File: config.mk
export PLATFORM = sky130hd
export DESIGN_NAME = uuid_v4_random_generator_unit
export DESIGN_NICKNAME = d
export VERILOG_FILES = /design/src/hdl/uvg_pkg.sv /design/src/hdl/uvg_front.sv /design/src/hdl/uvg_queue.sv /design/src/hdl/uvg_back.sv /design/src/hdl/uuid_v4_random_generator_unit.sv
export SDC_FILE = /design/constraint.sdc
export NUM_CORES = 1
export LEC_CHECK = 0
export ABC_AREA = 1
export ABC_CLOCK_PERIOD_IN_PS = 21100
export CORE_ASPECT_RATIO = 0.75
export CORE_UTILIZATION = 50
export DETAILED_ROUTE_END_ITERATION = 6
export DONT_BUFFER_PORTS = 1
export GPL_TIMING_DRIVEN = 0
export PLACE_DENSITY_LB_ADDON = 0.12
export SYNTH_ARGS = -nofsm -noshare
export SYNTH_HDL_FRONTEND = slang
export SYNTH_SLANG_ARGS = --single-unit
File: constraint.sdc
create_clock -name clk_i -period 21.1 [get_ports clk_i]
set_input_delay 4.22 -clock clk_i [delete_from_list [all_inputs] [get_ports clk_i]]
set_output_delay 4.22 -clock clk_i [all_outputs]
set_load 0.01 [all_outputs]
File: src/hdl/uvg_pkg.sv
// shared types and constants for the uuid v4 generator
// no dependencies
package uvg_pkg;

  // one finished uuid: 16 bytes, byte 0 in the low bits
  localparam int unsigned UuidBytes = 16;
  localparam int unsigned RecW      = 8 * UuidBytes;
  typedef logic [RecW-1:0] uvg_rec_t;

  // character output
  localparam int unsigned CharW     = 7;
  localparam int unsigned UuidChars = 36;
  localparam int unsigned PosW      = 6;

  localparam logic [CharW-1:0] CharDash  = 7'd45;
  localparam logic [CharW-1:0] CharZero  = 7'd48;
  localparam logic [CharW-1:0] CharNine  = 7'd57;
  localparam logic [CharW-1:0] CharLowA  = 7'd97;
  localparam logic [CharW-1:0] CharLowF  = 7'd102;

endpackage

File: src/hdl/uvg_front.sv
// request front end: runs the 12 lcg steps and builds one uuid record
// depends on uvg_pkg
module uvg_front (
  input  logic            clk_i,
  input  logic            rst_ni,
  input  logic            req_valid_i,
  input  logic            start_i,
  output logic            busy_o,
  input  logic            seed_we_i,
  input  logic [31:0]     seed_i,
  input  logic            q_full_i,
  output logic            q_push_o,
  output uvg_pkg::uvg_rec_t q_data_o
);
  import uvg_pkg::*;

  localparam logic [31:0] LcgMul = 32'd1103515245;
  localparam logic [31:0] LcgAdd = 32'd12345;
  localparam logic [1:0]  LastSub  = 2'd2;
  localparam logic [1:0]  LastWord = 2'd3;

  logic        busy_q, busy_d;
  logic [31:0] lcg_q, lcg_d;
  logic [1:0]  sub_q, sub_d;
  logic [1:0]  word_q, word_d;
  logic [30:0] acc_q, acc_d;
  logic [30:0] words_q [3];

  logic [31:0] lcg_next;
  logic        last_step;
  logic        advance;
  logic [127:0] raw_rec;

  // one generator step per cycle while busy; the last step waits while the queue is full
  assign lcg_next  = lcg_q * LcgMul + LcgAdd;
  assign last_step = (sub_q == LastSub) && (word_q == LastWord);
  assign advance   = busy_q && !(last_step && q_full_i);

  // first step of a word takes 11 bits, the other two take 10
  always_comb begin
    if (sub_q == 2'd0) begin
      acc_d = {20'd0, lcg_next[26:16]};
    end else begin
      acc_d = {acc_q[20:0], lcg_next[25:16]};
    end
  end

  // record with version and variant bits
  always_comb begin
    raw_rec = {1'b0, acc_d, 1'b0, words_q[2], 1'b0, words_q[1], 1'b0, words_q[0]};
    q_data_o = raw_rec;
    q_data_o[55:48] = {4'h4, raw_rec[51:48]};
    q_data_o[71:64] = {2'b10, raw_rec[69:64]};
  end

  assign q_push_o = busy_q && last_step && !q_full_i;
  assign busy_o   = busy_q;

  // sequencing
  always_comb begin
    busy_d = busy_q;
    lcg_d  = lcg_q;
    sub_d  = sub_q;
    word_d = word_q;
    if (seed_we_i) begin
      lcg_d = seed_i;
    end
    if (!busy_q) begin
      if (req_valid_i && start_i) begin
        busy_d = 1'b1;
        sub_d  = 2'd0;
        word_d = 2'd0;
      end
    end else if (advance) begin
      lcg_d = lcg_next;
      if (sub_q == LastSub) begin
        sub_d  = 2'd0;
        word_d = word_q + 2'd1;
        if (word_q == LastWord) begin
          busy_d = 1'b0;
        end
      end else begin
        sub_d = sub_q + 2'd1;
      end
    end
  end

  always_ff @(posedge clk_i or negedge rst_ni) begin
    if (!rst_ni) begin
      busy_q <= 1'b0;
      lcg_q  <= '0;
      sub_q  <= '0;
      word_q <= '0;
    end else begin
      busy_q <= busy_d;
      lcg_q  <= lcg_d;
      sub_q  <= sub_d;
      word_q <= word_d;
    end
  end

  // word accumulator and finished words
  always_ff @(posedge clk_i) begin
    if (advance) begin
      acc_q <= acc_d;
      if (sub_q == LastSub && word_q != LastWord) begin
        words_q[word_q] <= acc_d;
      end
    end
  end

endmodule

File: src/hdl/uvg_queue.sv
// short record queue between generator and formatter
// depends on uvg_pkg; depth of 2 or more
module uvg_queue #(
  parameter int unsigned Depth = 2
) (
  input  logic              clk_i,
  input  logic              rst_ni,
  input  logic              push_i,
  input  uvg_pkg::uvg_rec_t data_i,
  output logic              full_o,
  input  logic              pop_i,
  output uvg_pkg::uvg_rec_t data_o,
  output logic              empty_o
);
  import uvg_pkg::*;

  localparam int unsigned PtrW = (Depth > 1) ? $clog2(Depth) : 1;
  localparam int unsigned CntW = $clog2(Depth + 1);
  localparam logic [PtrW-1:0] LastPtr = PtrW'(Depth - 1);
  localparam logic [CntW-1:0] FullCnt = CntW'(Depth);

  uvg_rec_t        mem_q [Depth];
  logic [PtrW-1:0] wr_ptr_q, rd_ptr_q;
  logic [CntW-1:0] cnt_q;
  logic            do_push, do_pop;

  assign full_o  = (cnt_q == FullCnt);
  assign empty_o = (cnt_q == '0);
  assign do_push = push_i && !full_o;
  assign do_pop  = pop_i && !empty_o;
  assign data_o  = mem_q[rd_ptr_q];

  // pointers and fill count
  always_ff @(posedge clk_i or negedge rst_ni) begin
    if (!rst_ni) begin
      wr_ptr_q <= '0;
      rd_ptr_q <= '0;
      cnt_q    <= '0;
    end else begin
      if (do_push) begin
        wr_ptr_q <= (wr_ptr_q == LastPtr) ? '0 : wr_ptr_q + 1'b1;
      end
      if (do_pop) begin
        rd_ptr_q <= (rd_ptr_q == LastPtr) ? '0 : rd_ptr_q + 1'b1;
      end
      if (do_push && !do_pop) begin
        cnt_q <= cnt_q + 1'b1;
      end else if (do_pop && !do_push) begin
        cnt_q <= cnt_q - 1'b1;
      end
    end
  end

  // storage
  always_ff @(posedge clk_i) begin
    if (do_push) begin
      mem_q[wr_ptr_q] <= data_i;
    end
  end

endmodule

File: src/hdl/uvg_back.sv
// formatter: turns one record into 36 characters, hex digits with dashes
// depends on uvg_pkg
module uvg_back (
  input  logic                      clk_i,
  input  logic                      rst_ni,
  input  logic                      q_empty_i,
  input  uvg_pkg::uvg_rec_t         q_data_i,
  output logic                      q_pop_o,
  output logic                      empty_o,
  input  logic                      pop_i,
  output logic [uvg_pkg::CharW-1:0] char_code_o,
  output logic                      last_char_o
);
  import uvg_pkg::*;

  localparam logic StIdle = 1'b0;
  localparam logic StEmit = 1'b1;
  localparam logic [PosW-1:0] LastPos = PosW'(UuidChars - 1);

  typedef struct packed {
    logic       dash;
    logic [3:0] byte_idx;
    logic       high;
  } pos_map_t;

  // character position to byte and nibble
  function automatic pos_map_t map_pos(input logic [PosW-1:0] p);
    pos_map_t   m;
    logic [5:0] off;
    logic [3:0] base;
    m    = '0;
    off  = '0;
    base = '0;
    if (p < 6'd8) begin
      off = p;
      base = 4'd0;
    end else if (p == 6'd8 || p == 6'd13 || p == 6'd18 || p == 6'd23) begin
      m.dash = 1'b1;
    end else if (p < 6'd13) begin
      off = p - 6'd9;
      base = 4'd4;
    end else if (p < 6'd18) begin
      off = p - 6'd14;
      base = 4'd6;
    end else if (p < 6'd23) begin
      off = p - 6'd19;
      base = 4'd8;
    end else begin
      off = p - 6'd24;
      base = 4'd10;
    end
    m.byte_idx = base + off[4:1];
    m.high     = !off[0];
    return m;
  endfunction

  function automatic logic [CharW-1:0] hex_char(input logic [3:0] n);
    if (n < 4'd10) begin
      return CharZero + {3'd0, n};
    end
    return CharLowA + {3'd0, n} - 7'd10;
  endfunction

  logic             state_q, state_d;
  logic [PosW-1:0]  pos_q, pos_d;
  logic             out_valid_q, out_valid_d;
  uvg_rec_t         rec_q;
  logic [CharW-1:0] char_q;
  logic             last_q;

  pos_map_t         pm;
  logic [7:0]       cur_byte;
  logic [3:0]       cur_nib;
  logic [CharW-1:0] cur_char;
  logic             out_free;
  logic             load_char;
  logic             load_rec;

  // current character
  assign pm       = map_pos(pos_q);
  assign cur_byte = rec_q[8*pm.byte_idx +: 8];
  assign cur_nib  = pm.high ? cur_byte[7:4] : cur_byte[3:0];
  assign cur_char = pm.dash ? CharDash : hex_char(cur_nib);
  assign out_free = !out_valid_q || pop_i;

  // emission sequencer
  always_comb begin
    state_d   = state_q;
    pos_d     = pos_q;
    load_char = 1'b0;
    load_rec  = 1'b0;
    unique case (state_q)
      StIdle: begin
        if (!q_empty_i) begin
          load_rec = 1'b1;
          pos_d    = '0;
          state_d  = StEmit;
        end
      end
      StEmit: begin
        if (out_free) begin
          load_char = 1'b1;
          if (pos_q == LastPos) begin
            pos_d   = '0;
            state_d = StIdle;
          end else begin
            pos_d = pos_q + 1'b1;
          end
        end
      end
      default: begin
        state_d = StIdle;
      end
    endcase
    out_valid_d = load_char || (out_valid_q && !pop_i);
  end

  assign q_pop_o     = load_rec;
  assign empty_o     = !out_valid_q;
  assign char_code_o = char_q;
  assign last_char_o = last_q;

  always_ff @(posedge clk_i or negedge rst_ni) begin
    if (!rst_ni) begin
      state_q     <= StIdle;
      pos_q       <= '0;
      out_valid_q <= 1'b0;
    end else begin
      state_q     <= state_d;
      pos_q       <= pos_d;
      out_valid_q <= out_valid_d;
    end
  end

  // record and output registers
  always_ff @(posedge clk_i) begin
    if (load_rec) begin
      rec_q <= q_data_i;
    end
    if (load_char) begin
      char_q <= cur_char;
      last_q <= (pos_q == LastPos);
    end
  end

endmodule

File: src/hdl/uuid_v4_random_generator_unit.sv
// uuid v4 generator: one request yields 36 lower-case hex/dash characters
// throughput with pop held high is set by the formatter's
// 36 characters plus one record load; the 12 lcg steps overlap with emission
// reset: queue and output empty, generator state 0 until a seed is written
module uuid_v4_random_generator_unit #(
  parameter int unsigned QUEUE_DEPTH = 2
) (
  input  logic                      clk_i,
  input  logic                      rst_ni,
  input  logic                      push,
  output logic                      full,
  input  logic                      start_request_i,
  output logic                      empty,
  input  logic                      pop,
  output logic [uvg_pkg::CharW-1:0] char_code_o,
  output logic                      last_char_o,
  input  logic                      cfg_valid_i,
  output logic                      cfg_ready_o,
  input  logic [31:0]               seed_value_i
);
  import uvg_pkg::*;

  logic     front_busy;
  logic     q_push, q_full, q_pop, q_empty;
  uvg_rec_t q_wdata, q_rdata;

  assign full        = front_busy;
  assign cfg_ready_o = !front_busy;

  uvg_front u_front (
    .clk_i       (clk_i),
    .rst_ni      (rst_ni),
    .req_valid_i (push && !front_busy),
    .start_i     (start_request_i),
    .busy_o      (front_busy),
    .seed_we_i   (cfg_valid_i && cfg_ready_o),
    .seed_i      (seed_value_i),
    .q_full_i    (q_full),
    .q_push_o    (q_push),
    .q_data_o    (q_wdata)
  );

  uvg_queue #(
    .Depth (QUEUE_DEPTH)
  ) u_queue (
    .clk_i   (clk_i),
    .rst_ni  (rst_ni),
    .push_i  (q_push),
    .data_i  (q_wdata),
    .full_o  (q_full),
    .pop_i   (q_pop),
    .data_o  (q_rdata),
    .empty_o (q_empty)
  );

  uvg_back u_back (
    .clk_i       (clk_i),
    .rst_ni      (rst_ni),
    .q_empty_i   (q_empty),
    .q_data_i    (q_rdata),
    .q_pop_o     (q_pop),
    .empty_o     (empty),
    .pop_i       (pop),
    .char_code_o (char_code_o),
    .last_char_o (last_char_o)
  );

endmodule

# Word level (Yosys, flattened, before mapping)
# Memories as Yosys holds them, arrays and structs flattened. A register that Yosys moved wholly into a read port is not among the register bits.
# Index checks and enable logic that the tools add are counted.
dict set report word_totals {
  ff_bits 206
  ramBits 329
  input_bits 38
  n_memories 2
}
dict set report classes {
  n_addsub 16
  mul 1
  order_cmp 5
  n_eq_ne 13
  shift 1
  muxes 52
  n_bitwise 1
  reduce_logical 34
}
# memory words word_bits read_ports rd_ports_with_merged_regs wr line_no
set mem_list {}
lappend mem_list {u_queue.mem_q 2 118 1 1 1 uvg_queue.sv:22} ;# uvg_rec_t mem_q [Depth];
lappend mem_list {u_front.words_q 3 31 3 0 1 uvg_front.sv:27} ;# logic [30:0] words_q [3];
# operator n
set ops {}
lappend ops {{variable part select 128 x 8 -> 8 bit} 1}
lappend ops {{two-way mux 32 bit} 3}
lappend ops {{adder 32 x 14 -> 32 bit, second input constant} 1}
lappend ops {{multiplier 32 x 31 -> 32 bit, second input constant} 1}
lappend ops {{two-way mux 31 bit} 1}
lappend ops {{two-way mux 5 bit} 5}
lappend ops {{two-way mux 1 bit} 21}
lappend ops {{two-way mux 2 bit} 10}
lappend ops {{two-way mux 4 bit} 5}
lappend ops {{two-way mux 6 bit} 3}
lappend ops {{logical AND 1 bit} 14}
lappend ops {{two-way mux 7 bit} 2}
lappend ops {{equality test 6 x 4 -> 1 bit, second input constant} 2}
lappend ops {{equality test 6 x 5 -> 1 bit, second input constant} 2}
lappend ops {{< comparator 6 x 4 -> 1 bit, second input constant} 2}
lappend ops {{< comparator 6 x 5 -> 1 bit, second input constant} 2}
lappend ops {{one-hot mux 6 bit (2 select lines)} 1}
lappend ops {{!= test 2 bit, second input constant} 5}
lappend ops {{subtractor 5 x 4 -> 5 bit, second input constant} 2}
lappend ops {{subtractor 5 bit, second input constant} 2}
lappend ops {{zero test 1 bit} 8}
lappend ops {{adder 6 x 4 -> 7 bit, first input constant} 1}
lappend ops {{adder 6 x 5 -> 7 bit, first input constant} 1}
lappend ops {{subtractor 7 x 4 -> 7 bit, second input constant} 1}
lappend ops {{15 further kinds} 27}

# Logic depth before layout (Yosys ltp)
dict set report depth {
  depth_word 12
  mapped_depth 33
}

# Cells and area by module
# A second synthesis with hierarchy kept.
dict set report hier_totals {
  cells_unflattened 2664
  hier_area_um2 28811.4
}
# mod instances cells_each area_each_um2 seq_area_each_um2
set by_module_without_submodules {}
lappend by_module_without_submodules {uvg_front 1 1314 12509.5 4043.9}
lappend by_module_without_submodules {uvg_queue 1 700 9501.6 7787.5}
lappend by_module_without_submodules {uvg_back 1 645 6781.5 4284.1}
lappend by_module_without_submodules {uuid_v4_random_generator_unit 1 5 18.8 0.0}

# Worst setup path after synthesis
# No wires, ideal clock.
dict set report synth_path {
  path_kind {register -> register}
  start {register u_queue.cnt_q[0]}
  end {register u_queue.cnt_q[1]}
  arrival_ps 7520
  required_time_ps 20969
  path_slack_ps 13449
  stages_incl_launch_ff 8
  path_buffers 0
  synth_period_minus_slack_ps 7651
  path_cell_list {dfrtp_1 > inv_1 > a21oi_1 > inv_1 > ha_1 > a21oi_1 > o21ai_0 > xor2_1}
}
dict set report synth_via {
  elab_chain_cells 7
  elab_cells_between_ends 18
}
# element line_no
set synth_rtl {}
lappend synth_rtl {{start, declared} uvg_queue.sv:24} ;# logic [CntW-1:0] cnt_q;
lappend synth_rtl {{start signal, assigned} uvg_queue.sv:47} ;# cnt_q <= cnt_q + 1'b1;
lappend synth_rtl {{start signal, assigned} uvg_queue.sv:49} ;# cnt_q <= cnt_q - 1'b1;
lappend synth_rtl {{zero test 2 bit (*)} uvg_queue.sv:28} ;# assign empty_o = (cnt_q == '0);
lappend synth_rtl {{two-way mux 1 bit (*)} uvg_back.sv:94} ;# if (!q_empty_i) begin
lappend synth_rtl {{two-way mux 1 bit (*)} uvg_back.sv:92} ;# unique case (state_q)
lappend synth_rtl {{named net q_pop} uuid_v4_random_generator_unit.sv:24} ;# logic q_push, q_full, q_pop, q_empty;
lappend synth_rtl {{logical AND 1 bit (*)} uvg_queue.sv:30} ;# assign do_pop = pop_i && !empty_o;
lappend synth_rtl {{zero test 1 bit} uvg_queue.sv:46} ;# if (do_push && !do_pop) begin
lappend synth_rtl {{logical AND 1 bit} uvg_queue.sv:46}
lappend synth_rtl {{two-way mux 2 bit or nonzero test 2 bit (tied branches)} -}
# Mark *: on every way through the listed nets, which the timed path passes. The rest lies on a longest branch. The select of a mux whose other input is x is not followed.
# A chain may end at the register's enable or synchronous reset.

# Worst setup path in the final report
dict set report layout_path {
  start {register u_front.lcg_q[2]}
  end {register u_front.lcg_q[25]}
}
dict set report layout_via {
  elab_chain_cells 4
}
# element line_no
set layout_rtl {}
lappend layout_rtl {{start, declared} uvg_front.sv:23} ;# logic [31:0] lcg_q, lcg_d;
lappend layout_rtl {{start signal, assigned} uvg_front.sv:96} ;# lcg_q <= lcg_d;
lappend layout_rtl {{multiplier 32 x 31 -> 32 bit} uvg_front.sv:35} ;# assign lcg_next = lcg_q * LcgMul + LcgAdd;
lappend layout_rtl {{adder 32 x 14 -> 32 bit} uvg_front.sv:35}
lappend layout_rtl {{two-way mux 32 bit} uvg_front.sv:74} ;# end else if (advance) begin
lappend layout_rtl {{two-way mux 32 bit} uvg_front.sv:68} ;# if (!busy_q) begin
lappend layout_rtl {{named net u_front.lcg_d[25]} uvg_front.sv:23}
# The timed path passes the listed nets, and every way through them passes these cells.

==> flow_summary.toml <==
[cts]
clockBufferDepth = 3
hold_buffers = 0
cts_htree_levels = 2
cts.sinks = 514
postCtsSetupBuffers = 0
cts_resized = 0
cts_tree = "done"
clkLatencyLatePin_ps = 610
clk_pin_slew_worst_paths_ps = 60
cts_buffers = 49
cts_root_buffer = "clkbuf_16"

[critical_path]
crit_buf_inv = 6
cpMostUsedCell = "inv_1"
r2r-end = "u_front.lcg_q[25]"
crit_path_max_fanout = 9
path_delay_family = "adder cells"
cp.required_ps = 21620
startpoint_type = "flop"
critPathKind = "reg -> reg"
setup.worst_path.end_class = "flop"
r2r-start = "u_front.lcg_q[2]"
rr_worst_depth = 27
regToRegSetupSlack_ps = 12840
slowest_stage = "xor2_1"
slowest_delay_ps = 1010
cp.arrival_ps = 8780

[grt]
met2_usage_pct = 36.4
grtUsageMet1_pct = 43.3
grt_pass1_vias = 16900
overflow = 0
track_usage_pct = 27.0
grt_busiest_layer = "met1"
grt_antenna_before_repair = 4
grt_pass1_wl_um = 107000
gr-usage-met3_pct = 7.37
grt_max_degree = 45

[place]
place_hpwl_um = 54200
gp_congestion = 0.931
portBuffers = 0
dpl.cell_count = 3062

[timing]
setup_viol = 0
slew_headroom_pct = 6.63
clock-skew-final_ps = 26.2
hold_violations = 0
final-max-slew-violation-count = 0
tns_ps = 0
worstMarginPinSlew_ps = 1390
period_needed_ps = 8260
clock.fmax_mhz = 121
post-route-period-util_pct = 39.2
rsz0062_at_grt = "no"

[route]
route.detailed.drc = 0
vias_per_cell = 5.31
firstDrtPassIters = 5
initialDrtViolationCount = 1689
ant_nets = 0
routed_wl_um = 71500
vias = 16700
wl_per_cell_um = 22.7

[flow_run]
maxCapViolCount = 0

[yosys]
synth_seq_cells = 514
syn-num-nets = 2684
synth.lib_cells_used.distinct = 49
synthArstFlopShare_pct = 8.56
synth_area_um2 = 26900
synthFlopType = "edfxtp_1"
seq_area_frac_synth_pct = 56.6
synth_area_per_cell_um2 = 11.5
ys_warn_count = 0
synth_edf_count = 470
synthCells = 2333

[layout]
diodes = 0
multi_input_area_um2 = 9820
final_cells = 3152
drive_gt1_share_pct = 6.35
area_growth_pct = 10.7
nNetsFinal = 2752
fillCellCount = 4485
seq_area_um2 = 15200

[floorplanning]
initial_core_util_pct = 50.6
die_w_um = 270
die-area_um2 = 54700
ios = 49
die_y_um = 203
core_area_um2 = 53100
rows = 73

[worst_hold_path]
whs_endpoint = "u_queue.mem_q[0][75]"
hp-start = "u_front.words_q[2][19]"
min_path_type = "reg -> reg"
min_path_cells = 0

[status]
status = "completed"
==> through the flow <==
| step | hold slack, ps | util [%] | setup slack, ps | area (um^2) |
|---|---|---|---|---|
| global placement | 422 | 52.3 | 9350 | 27800 |
| detailed placement | 430 | 53.1 | 13120 | 28200 |
| floorplan | 421 | - | 13450 | 26900 |
| CTS | 444 | 56.0 | 13000 | 29700 |
| global route | 450 | 56.0 | 12630 | 29700 |
| finish | 440 | 56.0 | 12840 | 29700 |
==> kinds of logic after synthesis <==
logic type / after synthesis / synth area share [%]
flops: 514 / 56.6
other cells: 1 / 0.0140
buf+inv: 488 / 7.03
compound gates: 125 / 2.74
mux: 14 / 0.587
fa+ha+maj: 313 / 18.3
xor+xnor: 57 / 1.93
simple gates: 821 / 12.8
==> worst max path at each step <==
stage / slack, ps / from / end / depth (start not counted)
2_1_floorplan: 13450 / u_queue.cnt_q[0] / u_queue.cnt_q[1] / 7
6_report: 12840 / u_front.lcg_q[2] / u_front.lcg_q[25] / 27
4_1_cts: 13000 / u_front.lcg_q[2] / u_front.lcg_q[25] / 27
5_1_grt: 12630 / u_front.lcg_q[2] / u_front.lcg_q[25] / 27
3_5_place_dp: 13120 / u_front.lcg_q[2] / u_front.lcg_q[25] / 27
3_3_place_gp: 9350 / u_queue.cnt_q[1] / u_queue.cnt_q[1] / 7
==> cell usage in the layout (no fill, tap or decap), types with 8 or more instances in the layout <==
cell type and instances:
mux2_2 14, inv_1 418, fa_1 134, dfrtp_1 44, nand3_1 132, clkbuf_16 49, nand2_1 568, a21oi_1 47
clkinv_1 12, clkbuf_1 55, buf_12 14, xor2_1 29, xnor2_1 27, buf_2 8, nor2_1 65, ha_1 179
edfxtp_1 470, nand3b_1 22, o21ai_0 28, o211ai_1 10
==> cell usage after synthesis, types with 7 or more instances <==
cell,instances,area share [%]
nand2_1,568,7.9
edfxtp_1,470,53
inv_1,418,5.8
ha_1,179,8.3
fa_1,134,10
nand3_1,132,2.5
nor2_1,70,0.98
a21oi_1,48,0.89
clkbuf_1,45,0.63
dfrtp_1,44,4.1
xor2_1,29,0.95
o21ai_0,28,0.52
xnor2_1,27,0.88
nand3b_1,22,0.61
mux2_2,14,0.59
o211ai_1,10,0.28
buf_2,7,0.13
inv_2,7,0.098
nand2_2,7,0.16
o21ai_1,7,0.13
==> sequential cells by signal, indices dropped and copies added, names as in the netlist, 2 cells and up <==
register	cells
u_back.pos_q	6
u_front.lcg_q	27
u_front.sub_q	2
u_front.acc_q	21
u_front.words_q	87
u_queue.cnt_q	2
u_back.char_code_o	7
u_front.word_q	2
u_queue.mem_q	236
u_back.rec_q	118
==> layer usage <==
layer | vias up | wire length (um) | share of wire [%]
met5 | - | 0 | 0
met4 | 0 | 938 | 1.3
met3 | 68 | 7540 | 11
met2 | 641 | 28000 | 39
met1 | 8292 | 35000 | 49
li1 | 7726 | - | -
==> layout make-up <==
class                   instances  area share, %
clock buffers                  59           4.25
clock inverters                31           1.01
well taps                     712           3.00
multi-input cells            1331           33.0
repair buffers                 17           1.22
inverters                     426           5.38
plain buffers                  62          0.980
flip-flops and latches        514           51.2
Power is left out: the tool's default activity adds up to more than one toggle a clock period on the data nets, which glitch-free logic cannot reach.
